===== config.mk =====
export PLATFORM = sky130hd
export DESIGN_NAME = imtr_ram
export DESIGN_NICKNAME = d
export VERILOG_FILES = /design/src/rtl/imtr_ram.sv
export SDC_FILE = /design/constraint.sdc
export NUM_CORES = 1
export LEC_CHECK = 0
export ABC_AREA = 1
export BUFFER_PORTS_ARGS = -buffer_cell sky130_fd_sc_hd__buf_2
export CAP_MARGIN = 20
export CORE_ASPECT_RATIO = 0.9
export CORE_UTILIZATION = 50
export CTS_BUF_LIST = sky130_fd_sc_hd__clkbuf_16
export CTS_CLUSTER_SIZE = 20
export DETAILED_ROUTE_END_ITERATION = 7
export PLACE_DENSITY = 0.79
export SLEW_MARGIN = 25
export SYNTH_ARGS = -nofsm -noshare
export SYNTH_HDL_FRONTEND = slang
export SYNTH_SLANG_ARGS = --single-unit

===== constraint.sdc =====
create_clock -name clk -period 3.2 [get_ports clk]
set_input_delay 0.64 -clock clk [delete_from_list [all_inputs] [get_ports clk]]
set_output_delay 0.64 -clock clk [all_outputs]
set_load 0.005 [all_outputs]

===== src/rtl/imtr_ram.sv =====
// imtr_ram: generic single-port-write, one-read RAM with registered read.
// No dependencies.
module imtr_ram #(
    parameter int Width = 8,
    parameter int Depth = 16
) (
    input  logic                     clk,
    input  logic                     we,
    input  logic [$clog2(Depth)-1:0] waddr,
    input  logic [Width-1:0]         wdata,
    input  logic [$clog2(Depth)-1:0] raddr,
    output logic [Width-1:0]         rdata
);
    logic [Width-1:0] mem [Depth];

    always_ff @(posedge clk)
    begin
        if (we)
        begin
            mem[waddr] <= wdata;
        end
        rdata <= mem[raddr];
    end
endmodule


Yosys cells after proc, flatten, opt, wreduce, memory -nomap -nowiden. Memory sizes are Yosys's and may differ from the RTL's. A register that Yosys moved wholly into a read port is not among the register bits. Index checks and enable logic that the tools add are counted. Widths: inputs -> output; s select.

RAM bits: 128. Memories: 1. Bits of input ports: 18. Register bits after elaboration: 0.

Memories: mem (words 16, bits a word 8, rd ports 1, clocked after Yosys merged registers in 1, write ports 1, RTL line 14) `logic [Width-1:0] mem [Depth];`.

Multiplexer cells: 2.

Operator list (count): $mux 1 (2).

Depth between registers and ports, before layout. Gate-level depths: netlist of the first run.

Word-level depth: 2. Depth in mapped cells: 8. Gate-level depth less buffers: 7.

Least setup slack after synthesis of the first run. Ideal clock, no wire load.

Path kind: input -> register. From: input port waddr[2]. To: memory mem[10][0] (enable). Slack: 1.609 ns. Data required time: 2.830 ns. Cell stages on the path: 2. Buffers on the path: 0. Setup time: 0.370 ns. Arrival: 1.221 ns. Cells stage by stage: nand3b_1 > nor2_1.

RTL lines: start, declared (RTL line 9) `input logic [$clog2(Depth)-1:0] waddr,`; end, declared (RTL line 14).

No word-level cell before the write port.

Worst setup path after layout of the first run.
From: input port waddr[3]. To: memory mem[6][2] (enable).

No word-level cell before the write port.

==> flow_summary.rst, run 1 <==
.. list-table::
   :header-rows: 1

   * - Metric
     - Value
   * - Initial antenna violation count
     - 0
   * - Final core occ
     - about three fifths
   * - Initial Utilization
     - 52.3%
   * - Power density of the placed cells
     - about 640 nW/µm²
   * - Floorplan row count
     - 36
   * - Clock insertion delay at the later pin of the skew report
     - 0.42 ns
   * - Number of cells in the finished layout apart from fillers
     - about 740
   * - Routed length per instance
     - between 15 and 20 µm
   * - Max_slew headroom
     - a little under two fifths
   * - Mean instance size in the synthesized netlist
     - 10.5 µm²
   * - Detailed placer's ending HPWL
     - between 7 and 8 mm
   * - Mapped Nets
     - around 570
   * - Post-route minimum period
     - approximately 1.8 ns
   * - Final count of pins violating max slew
     - 0
   * - Synth area leaders
     - edfxtp_1 (67%), nand2_1 (11%), nand3_1 (8.4%)
   * - Clock sinks
     - around 140
   * - Number of remaining DRC errors
     - 0
   * - CTS tree
     - done
   * - Root Driver
     - clkbuf_16
   * - Total of warnings raised by yosys
     - 0
   * - WP data required
     - ~3.2 ns
   * - Die Ht
     - 104 µm
   * - Clock Tree Buf Depth
     - 2
   * - Yosys reg bits
     - approximately 140
   * - Core Footprint
     - around 11000 µm²
   * - Synth area leader
     - edfxtp_1
   * - Number of distinct library cells after synthesis
     - 12
   * - Post-Route Setup TNS
     - 0 ns
   * - Number of top-level pins
     - 26
   * - Post-synth top area share
     - 66.7%
   * - Total overflow reported by the global router
     - 0
   * - Fin. Hold Viols
     - 0
   * - Layout area overhead
     - 13.4%
   * - Port bufs
     - 25
   * - DRC marker count from the first detailed-route iteration
     - between 300 and 400
   * - Worst Path Class, Setup
     - input pin to flop
   * - Final setup viols
     - 0
   * - Die Span X
     - 115 µm
   * - Via count of the first global-routing pass
     - ~3800
   * - Total iterations of the first detailed-routing run
     - 5
   * - Total clock buffers created by CTS
     - 17
   * - Via count
     - 3839
   * - Share of cells above drive strength 1
     - roughly 10%
   * - Total Routing Usage GR
     - a little under a quarter
   * - Final layout net count
     - between 500 and 600
   * - Routed wire length
     - 13.0 mm
   * - Antenna diode count
     - 0
   * - Max_cap viols
     - 0
   * - Slew @ Worst Pin
     - 0.931 ns
   * - Final worst path period share
     - between 50 and 60%
   * - Drt via density
     - approximately 5.2
   * - RSZ-0062 raised after global routing
     - false
   * - Number of buffers inserted for hold repair after clock tree synthesis
     - 0
   * - Endpoint class of the critical path
     - flop
   * - Placed Cells incl. Taps
     - slightly above 700
   * - Overall power
     - around 4.2 mW
   * - VDD IR-drop max
     - between 0.7 and 0.8 mV
   * - Post-CTS clock slew at the launch and capture registers of the worst setup and hold paths
     - approximately 0.050 ns
   * - Global placement routability congestion
     - 0.800
   * - Share of synthesized area occupied by flip-flops and latches
     - between 60% and 70%
   * - Post-Syn Area
     - between 5000 and 6000 µm²
   * - Pin count of the biggest net entering global routing
     - 64
   * - Crit path arrival time
     - 1.80 ns
   * - Run status
     - completed
   * - Upper clock frequency limit
     - about 570 MHz
   * - Wire length of the first global-routing pass
     - 20.4 mm
   * - Leakage power total
     - about 2.8 nW
   * - Remaining antenna violation count
     - 0
   * - Post-CTS Setup Bufs
     - 0
   * - Post-synthesis instance total
     - approximately 550
   * - Crit path max fanout
     - 8
   * - # resized after CTS
     - 0
   * - DIE AREA
     - between 10000 and 15000 µm²
   * - Final Skew
     - just under 0.006 ns
   * - CTS H-tree depth
     - 4
   * - Class of the most critical hold timing path
     - input pin to flop
   * - Launching element type of the critical path
     - input pin
-- cell usage in the layout, fill, tap and decap left out, drive strengths merged --
cell / count
clkinvlp: 2
clkbuf: 17
buf: 28
edfxtp: 128
bufinv: 3
nand3b: 2
dfxtp: 8
nand3: 97
clkinv: 7
nor2: 17
nand2: 173
inv: 105
-- cell type report --
type	instances	area, µm²
flip-flops and latches	136	4000
clock inverters	15	161
well taps	152	190
clock buffers	17	425
inverters	102	383
repair buffers	28	160
fillers	883	4500
multi-input cells	289	1210
-- flip-flops by register name, summed over array words and instances, names as in the netlist --
name / flops
mem: 128
rdata: 8
-- per-stage QoR --
step	setup WS [ns]	cell area, µm²	hold slack, ns
6_report	1.44	6540	0.619
5_1_grt	1.37	6540	0.626
4_1_cts	1.44	6540	0.598
3_5_place_dp	1.07	5950	0.675
3_3_place_gp	1.07	5950	0.652
2_1_floorplan	1.61	5770	0.607
-- synth_stat cells, drive strengths merged --
library cell / count
dfxtp: 8
edfxtp: 128
nand3b: 2
buf: 24
nand2: 173
nor2: 17
nand3: 97
inv: 102
-- routing by layer --
metal / track usage (%) / vias up / part of all wire (%)
li1: - / 1816 / -
met1: 34.7 / 1805 / 42
met2: 34.0 / 192 / 46
met3: 7.34 / 26 / 9.7
met4: 8.16 / 0 / 2.0
met5: 0 / - / 0
-- worst max-delay path: stages --
cell	delay, ns
buf_2	0.12
nand3b_1	0.27
nor2_1	0.77
-- final timing paths --
kind	startpoint	to	slack (ns)	depth (start not counted)
max	waddr[3]	mem[6][2]	1.44	3
min	raddr[3]	rdata[7]	0.62	3
max reg2reg	mem[3][7]	rdata[7]	2.12	6
min reg2reg	mem[6][0]	rdata[0]	0.71	6
-- kinds of logic after synthesis --
group | count (synthesis) | synth area share (%)
buffers and inverters | 126 | 9.52
AND/OR/NAND/NOR | 289 | 21.0
flip-flops | 136 | 69.4
-- where the power goes --
part	leakage [nW]	total (mW)	switching (mW)	internal (mW)
sequential	1.22	2.00	0.0106	1.99
clock	0.290	1.94	0.729	1.21
combinational	1.31	0.239	0.174	0.0649
(Power assumes the default switching activity.)
==> run 2: changes to the inputs <==
--- a/config.mk
+++ b/config.mk
@@ -5,7 +5,7 @@
 export SDC_FILE = /design/constraint.sdc
 export NUM_CORES = 1
 export LEC_CHECK = 0
-export ABC_AREA = 1
+export ABC_AREA = 0
 export BUFFER_PORTS_ARGS = -buffer_cell sky130_fd_sc_hd__buf_2
 export CAP_MARGIN = 20
 export CORE_ASPECT_RATIO = 0.9
==> constraint.sdc (replaced) <==
create_clock -name clk -period 1.85 [get_ports clk]
set_input_delay 0.37 -clock clk [delete_from_list [all_inputs] [get_ports clk]]
set_output_delay 0.37 -clock clk [all_outputs]
set_load 0.005 [all_outputs]
==> flow_summary.rst, run 2 <==
.. list-table::
   :header-rows: 1

   * - Metric
     - Value
   * - Port bufs
     - 25 (unchanged)
   * - Worst setup path start
     - mem[10][4]
   * - Via count of the first global-routing pass
     - 2581 (-31%)
   * - Total iterations of the first detailed-routing run
     - 4 (-1)
   * - Final setup viols
     - 0 (unchanged)
   * - Mean instance size in the synthesized netlist
     - 22.5 µm² (+110%)
   * - Slew @ Worst Pin
     - 0.422 ns (-0.509 ns)
   * - Crit path arrival time
     - 1.65 ns (-0.15 ns)
   * - CTS H-tree depth
     - 4 (unchanged)
   * - Number of top-level pins
     - 26 (unchanged)
   * - Most common cell after layout, fill and taps aside
     - edfxtp_1
   * - Synth area leader
     - edfxtp_1
   * - Floorplan row count
     - 34 (-5.6%)
   * - Flip-flop cell with the highest count after synthesis
     - edfxtp_1
   * - Final worst path period share
     - approximately three quarters
   * - Most common cell in the synthesized netlist
     - edfxtp_1
   * - Length of routed met2 wiring
     - 4.77 mm (-20%)
   * - Layout area overhead
     - 20.0%
   * - Initial Utilization
     - 52.4% (+0.12 points)
   * - Share of cells above drive strength 1
     - 32.9% (+23 points)
   * - Flip-flop count of the largest register, all copies and words added
     - 128 (unchanged)
   * - Max_slew headroom
     - 71.9% (+34 points)
   * - Initial antenna violation count
     - 0 (unchanged)
   * - Number of cells in the finished layout apart from fillers
     - 424 (-43%)
   * - Cell breakdown of the critical path
     - mux4_1 > a22oi_1 > nand2_1
   * - Routed wire length
     - 9.60 mm (-26%)
   * - Largest registers in the final layout
     - mem (128), rdata (8)
   * - Worst r2r path cells
     - 3 (-3)
   * - Final Skew
     - 0.00470 ns (-0.00108 ns)
   * - Launching element type of the critical path
     - flop
   * - Antenna diode count
     - 0 (unchanged)
   * - Number of buffers inserted for hold repair after clock tree synthesis
     - 0 (unchanged)
   * - Routed length per instance
     - 22.6 µm (+29%)
   * - Total of warnings raised by yosys
     - 0 (unchanged)
   * - Endpoint class of the critical path
     - flop
   * - Power density of the placed cells
     - 1180 nW/µm² (+85%)
   * - Final count of pins violating max slew
     - 0 (unchanged)
   * - Class of the most critical hold timing path
     - input pin to flop
   * - Post-CTS Setup Bufs
     - 0 (unchanged)
   * - Total length of routed met3 wires
     - 722 µm (-43%)
   * - DRC marker count from the first detailed-route iteration
     - 218 (-40%)
   * - Upper clock frequency limit
     - approximately 740 MHz
   * - Filler cell count
     - 673 (-24%)
   * - Crit path capture
     - rdata[4]
   * - Mapped Nets
     - 247 (-57%)
   * - WP data required
     - 2.14 ns (-1.10 ns)
   * - Detailed placer's ending HPWL
     - 6.20 mm (-18%)
   * - Register-to-register setup slack
     - 0.50 ns (-1.62 ns)
   * - Via count
     - 2473 (-36%)
   * - Clock Tree Buf Depth
     - 2 (unchanged)
   * - Synth area leaders
     - edfxtp_1 (75%), mux4_2 (7.9%), mux4_1 (7.1%)
   * - Final layout net count
     - 303 (-49%)
   * - Drt via density
     - 5.83 (+12%)
   * - Clock insertion delay at the later pin of the skew report
     - 0.41 ns (about the same)
   * - Total Routing Usage GR
     - 20.7% (-3.2 points)
   * - Commonest cells after routing, fill and taps aside
     - edfxtp_1 (128), buf_2 (25), buf_4 (19)
   * - Crit path max fanout
     - 1 (-7)
   * - Routed length on met1
     - 4.01 mm (-27%)
   * - Worst reg2reg path endpoint
     - rdata[4]
   * - Post-Route Setup TNS
     - 0 ns (unchanged)
   * - Worst Path Class, Setup
     - flop to flop
   * - Fraction of registers with async set or reset after synthesis
     - 0% (unchanged)
   * - Placed Cells incl. Taps
     - 392 (-45%)
   * - Global placement routability congestion
     - 0.733 (-8.4%)
   * - CTS tree
     - done
   * - DIE AREA
     - 10700 µm² (-11%)
   * - Post-synth EDFFs
     - 128 (unchanged)
   * - VDD IR-drop max
     - 0.683 mV (-10%)
   * - Yosys reg bits
     - 136 (unchanged)
   * - Core Footprint
     - 9830 µm² (-11%)
   * - RSZ-0062 raised after global routing
     - false
   * - Number of remaining DRC errors
     - 0 (unchanged)
   * - Critical path's largest stage delay
     - 0.50 ns (-0.27 ns)
   * - Run status
     - completed
   * - Share of synthesized area occupied by flip-flops and latches
     - 77.8% (+8.4 points)
   * - Fin. Hold Viols
     - 0 (unchanged)
   * - Root Driver
     - clkbuf_16
   * - Top cell types by occurrence after synthesis
     - edfxtp_1 (128), mux4_2 (18), a22oi_1 (16), mux4_1 (14), nor2_1 (13)
   * - Wire length of the first global-routing pass
     - 14.9 mm (-27%)
   * - Pin count of the biggest net entering global routing
     - 18 (-72%)
   * - Largest register by flop count
     - mem
   * - Die Ht
     - 98.3 µm (-5.4%)
   * - Uppermost signal routing layer after detailed routing
     - met4
   * - Post-synthesis instance total
     - 229 (-58%)
   * - Die Span X
     - 109 µm (-5.4%)
   * - # resized after CTS
     - 0 (unchanged)
   * - Post-Syn Area
     - 5150 µm² (-11%)
   * - Post-synth top area share
     - 74.7% (+8.0 points)
   * - Leakage power total
     - 2.13 nW (-25%)
   * - Clock sinks
     - 136 (unchanged)
   * - Number of distinct library cells after synthesis
     - 19 (+7)
   * - Hold path start
     - wdata[3]
   * - Total overflow reported by the global router
     - 0 (unchanged)
   * - Remaining antenna violation count
     - 0 (unchanged)
   * - Post-CTS clock slew at the launch and capture registers of the worst setup and hold paths
     - 0.06 ns (about the same)
   * - Max_cap viols
     - 0 (unchanged)
   * - Overall power
     - 7.31 mW (+75%)
   * - Total clock buffers created by CTS
     - 17 (unchanged)
   * - Reg-to-reg critical path startpoint
     - mem[10][4]
   * - Cell with the largest stage delay on the worst path
     - mux4_1
   * - Post-route minimum period
     - approximately 1.4 ns
==> run 2: power by group <==
part | switching [mW] | internal (mW) | total (mW)
Combinational | 0.175 | 0.145 | 0.321
Clock | 1.26 | 2.26 | 3.52
Sequential | 0.0227 | 3.45 | 3.47
==> run 2: layout make-up <==
class                           count  area [µm²]  area share (%)
Sequential cell                   136        4000            64.8
Multi-Input combinational cell     83        1060            17.2
Clock buffer                       17         425            6.89
Timing Repair Buffer               47         328            5.31
Clock inverter                     15         201            3.26
Tap cell                          126         158            2.55
==> run 2: stage by stage <==
| step | setup slack (ns) | util (%) | hold slack (ns) | cell area [µm²] |
|---|---|---|---|---|
| 2_1_floorplan | 0.214 | - | 0.469 | 5150 |
| 5_1_grt | 0.406 | 62.9 | 0.335 | 6180 |
| 4_1_cts | 0.458 | 62.9 | 0.334 | 6180 |
| 3_3_place_gp | 0.0816 | 56.5 | 0.650 | 5550 |
| 6_report | 0.495 | 62.9 | 0.339 | 6180 |
| 3_5_place_dp | 0.0501 | 56.5 | 0.664 | 5550 |
==> run 2: critical path: cells and delay by family, from the launching register on <==
| kind | cells | cell delay [ns] |
|---|---|---|
| AO/OA/AOI/OAI | 1 | 0.29 |
| flip-flops | 1 | 0.36 |
| multiplexers | 1 | 0.50 |
| AND/OR/NAND/NOR | 1 | 0.09 |
==> run 2: cells by family (layout without fill, tap and decap cells) <==
group	Yosys count	count (layout)	share of synthesized area, %
simple gates	35	35	3.18
compound gates	16	16	2.33
mux	32	32	15.0
flops	136	136	77.8
buf+inv	10	79	1.68
==> run 2: worst min path at each step <==
stage	endpoint	slack (ns)	cells after the start
after floorplan	mem[0][0]	0.47	0
after global placement	rdata[2]	0.65	3
after detailed placement	rdata[6]	0.66	3
after CTS	mem[6][3]	0.33	1
after global routing	mem[10][3]	0.33	1
final	mem[6][3]	0.34	1
==> run 2: layer usage <==
| metal | global-route usage [%] | vias to the layer above |
|---|---|---|
| li1 | - | 1087 |
| met1 | 27.0 | 1276 |
| met2 | 31.9 | 100 |
| met3 | 7.41 | 10 |
| met4 | 8.00 | 0 |
| met5 | 0 | - |
==> run 3: changes to the inputs <==
--- a/config.mk
+++ b/config.mk
@@ -13,7 +13,7 @@
 export CTS_BUF_LIST = sky130_fd_sc_hd__clkbuf_16
 export CTS_CLUSTER_SIZE = 20
 export DETAILED_ROUTE_END_ITERATION = 7
-export PLACE_DENSITY = 0.79
+export PLACE_DENSITY = 0.82
 export SLEW_MARGIN = 25
 export SYNTH_ARGS = -nofsm -noshare
 export SYNTH_HDL_FRONTEND = slang
==> constraint.sdc (replaced) <==
create_clock -name clk -period 1.18 [get_ports clk]
set_input_delay 0.236 -clock clk [delete_from_list [all_inputs] [get_ports clk]]
set_output_delay 0.236 -clock clk [all_outputs]
set_load 0.005 [all_outputs]
==> flow_summary.rst, run 3 (same netlist as run 2, synthesis figures left out) <==
.. list-table::
   :header-rows: 1

   * - Metric
     - Value
   * - Run status
     - finished with violations
   * - Violated checks
     - setup timing
   * - Power density of the placed cells
     - 1820 nW/µm² (+54%)
   * - Worst setup path start
     - mem[2][7]
   * - Post-CTS clock slew at the launch and capture registers of the worst setup and hold paths
     - 0.06 ns (about the same)
   * - Max_cap viols
     - 0 (unchanged)
   * - Largest register by flop count
     - mem
   * - Port bufs
     - 25 (unchanged)
   * - RSZ-0062 raised after global routing
     - true
   * - Total overflow reported by the global router
     - 0 (unchanged)
   * - Multi-input logic area
     - 1100 µm² (+3.9%)
   * - Hold path endpoint
     - mem[6][5]
   * - Leakage power total
     - 2.22 nW (+4.2%)
   * - Final setup viols
     - 8 (+8)
   * - Initial antenna violation count
     - 0 (unchanged)
   * - Class of the most critical hold timing path
     - input pin to flop
   * - Max_slew headroom
     - 41.3% (-31 points)
   * - Pin count of the biggest net entering global routing
     - 30 (+12)
   * - Most common cell after layout, fill and taps aside
     - edfxtp_1
   * - CTS H-tree depth
     - 4 (unchanged)
   * - Final worst path period share
     - 110% (+37 points)
   * - Final Skew
     - 0.0141 ns (+0.00937 ns)
   * - Share of cells above drive strength 1
     - 48.0% (+15 points)
   * - Antenna diode count
     - 0 (unchanged)
   * - Post-route minimum period
     - 1.29 ns (-0.0599 ns)
   * - Detailed placer's ending HPWL
     - 6.78 mm (+9.3%)
   * - Setup slack after layout
     - -0.115 ns (-0.610 ns)
   * - Slew @ Worst Pin
     - 0.878 ns (+0.456 ns)
   * - Die Span X
     - 109 µm (unchanged)
   * - Upper clock frequency limit
     - 772 MHz (+4.6%)
   * - Initial Utilization
     - 52.4% (unchanged)
   * - Total Routing Usage GR
     - 21.7% (+1.0 points)
   * - VDD IR-drop max
     - 1.08 mV (+58%)
   * - Floorplan row count
     - 34 (unchanged)
   * - CTS tree
     - done
   * - Routed length per instance
     - 23.2 µm (+2.5%)
   * - Number of buffers inserted for hold repair after clock tree synthesis
     - 0 (unchanged)
   * - Register-to-register setup slack
     - -0.11 ns (-0.61 ns)
   * - Final core occ
     - 65.8% (+2.9 points)
   * - Wire length of the first global-routing pass
     - 15.9 mm (+7.1%)
   * - Via count of the first global-routing pass
     - 2715 (+5.2%)
   * - Number of top-level pins
     - 26 (unchanged)
   * - Area taken by flip-flops and latches
     - 4000 µm² (unchanged)
   * - Worst Path Class, Setup
     - flop to flop
   * - Root Driver
     - clkbuf_16
   * - Number of remaining DRC errors
     - 0 (unchanged)
   * - Routed wire length
     - 10.4 mm (+8.1%)
   * - Core Footprint
     - 9830 µm² (unchanged)
   * - Clock sinks
     - 136 (unchanged)
   * - Global placement routability congestion
     - 0.791 (+8.0%)
   * - Via count
     - 2547 (+3.0%)
   * - Launching element type of the critical path
     - flop
   * - Total iterations of the first detailed-routing run
     - 4 (unchanged)
   * - Crit path max fanout
     - 1 (unchanged)
   * - Worst r2r path cells
     - 3 (unchanged)
   * - DRC marker count from the first detailed-route iteration
     - 198 (-9.2%)
   * - Clock Tree Buf Depth
     - 2 (unchanged)
   * - Reg-to-reg critical path startpoint
     - mem[2][7]
   * - Clock insertion delay at the later pin of the skew report
     - 0.41 ns (about the same)
   * - Worst reg2reg path endpoint
     - rdata[7]
   * - Crit path arrival time
     - 1.58 ns (-0.07 ns)
   * - Fin. Hold Viols
     - 0 (unchanged)
   * - Layout area overhead
     - 25.6%
   * - Overall power
     - 11.8 mW (+61%)
   * - Filler cell count
     - 621 (-7.7%)
   * - Total clock buffers created by CTS
     - 17 (unchanged)
   * - Remaining antenna violation count
     - 0 (unchanged)
   * - Die Ht
     - 98.3 µm (unchanged)
   * - WP data required
     - 1.47 ns (-0.67 ns)
   * - Largest registers in the final layout
     - mem (128), rdata (8)
   * - Number of cells traversed by the worst hold path
     - 1 (unchanged)
   * - Hold path start
     - wdata[5]
   * - Drt via density
     - 5.70 (-2.3%)
   * - DIE AREA
     - 10700 µm² (unchanged)
   * - Endpoint class of the critical path
     - flop
   * - Final count of pins violating max slew
     - 0 (unchanged)
   * - Final layout net count
     - 326 (+7.6%)
   * - Flip-flop count of the largest register, all copies and words added
     - 128 (unchanged)
   * - Commonest cells after routing, fill and taps aside
     - edfxtp_1 (128), buf_4 (38), mux4_2 (32)
[run 3: how the worst max path moves through the flow]
stage / to / slack, ns / cells past startpoint
6_report: rdata[7] / -0.11 / 3
5_1_grt: rdata[6] / -0.17 / 3
4_1_cts: rdata[5] / -0.10 / 3
3_5_place_dp: rdata[5] / -0.53 / 6
3_3_place_gp: rdata[3] / -0.52 / 6
2_1_floorplan: mem[0][0] / -0.16 / 2
[run 3: per-layer routing]
metal,track usage [%],vias to the layer above,routed length (µm)
met5,0,-,0
met4,5.41,0,51
met3,7.28,4,700
met2,33.1,98,5130
met1,30.4,1325,4500
li1,-,1120,-
[run 3: critical path, stage by stage, from the launching register on]
cell      delay [ns]
edfxtp_1        0.36
mux4_2          0.49
a22oi_2         0.22
nand2_1         0.10
[run 3: per-stage QoR]
| step | hold slack, ns | cells | worst slack (ns) | area [µm²] | setup TNS (ns) |
|---|---|---|---|---|---|
| after floorplan | 0.335 | 229 | -0.159 | 5200 | -4.53 |
| after global placement | 0.612 | 415 | -0.517 | 5780 | -22.79 |
| after detailed placement | 0.615 | 415 | -0.530 | 5780 | -27.06 |
| after CTS | 0.208 | 447 | -0.101 | 6470 | -0.701 |
| after global routing | 0.209 | 447 | -0.171 | 6470 | -1.10 |
| final | 0.224 | 447 | -0.115 | 6470 | -0.782 |
[run 3: timing repair]
item                                    CTS  global route
endpoints found under the setup margin    8             8
pin swaps                                 1             3
buffers inserted                          0             0
resized for setup                         8             0
gates cloned                              0             0
[run 3: area by class of cell]
| type | count | share of cell area, % |
|---|---|---|
| clock buffer | 17 | 6.58 |
| clock inverter | 15 | 3.48 |
| multi-input combinational | 83 | 17.1 |
| tap | 126 | 2.44 |
| sequential | 136 | 61.9 |
| timing repair buffer | 70 | 8.51 |
[run 3: where the power goes]
| group | leakage [nW] | total [mW] | switching, mW | internal, mW |
|---|---|---|---|---|
| combinational | 0.685 | 0.610 | 0.323 | 0.287 |
| clock | 0.307 | 5.74 | 1.99 | 3.76 |
| sequential | 1.22 | 5.44 | 0.0395 | 5.40 |
| total | 2.22 | 11.8 | 2.35 | 9.45 |
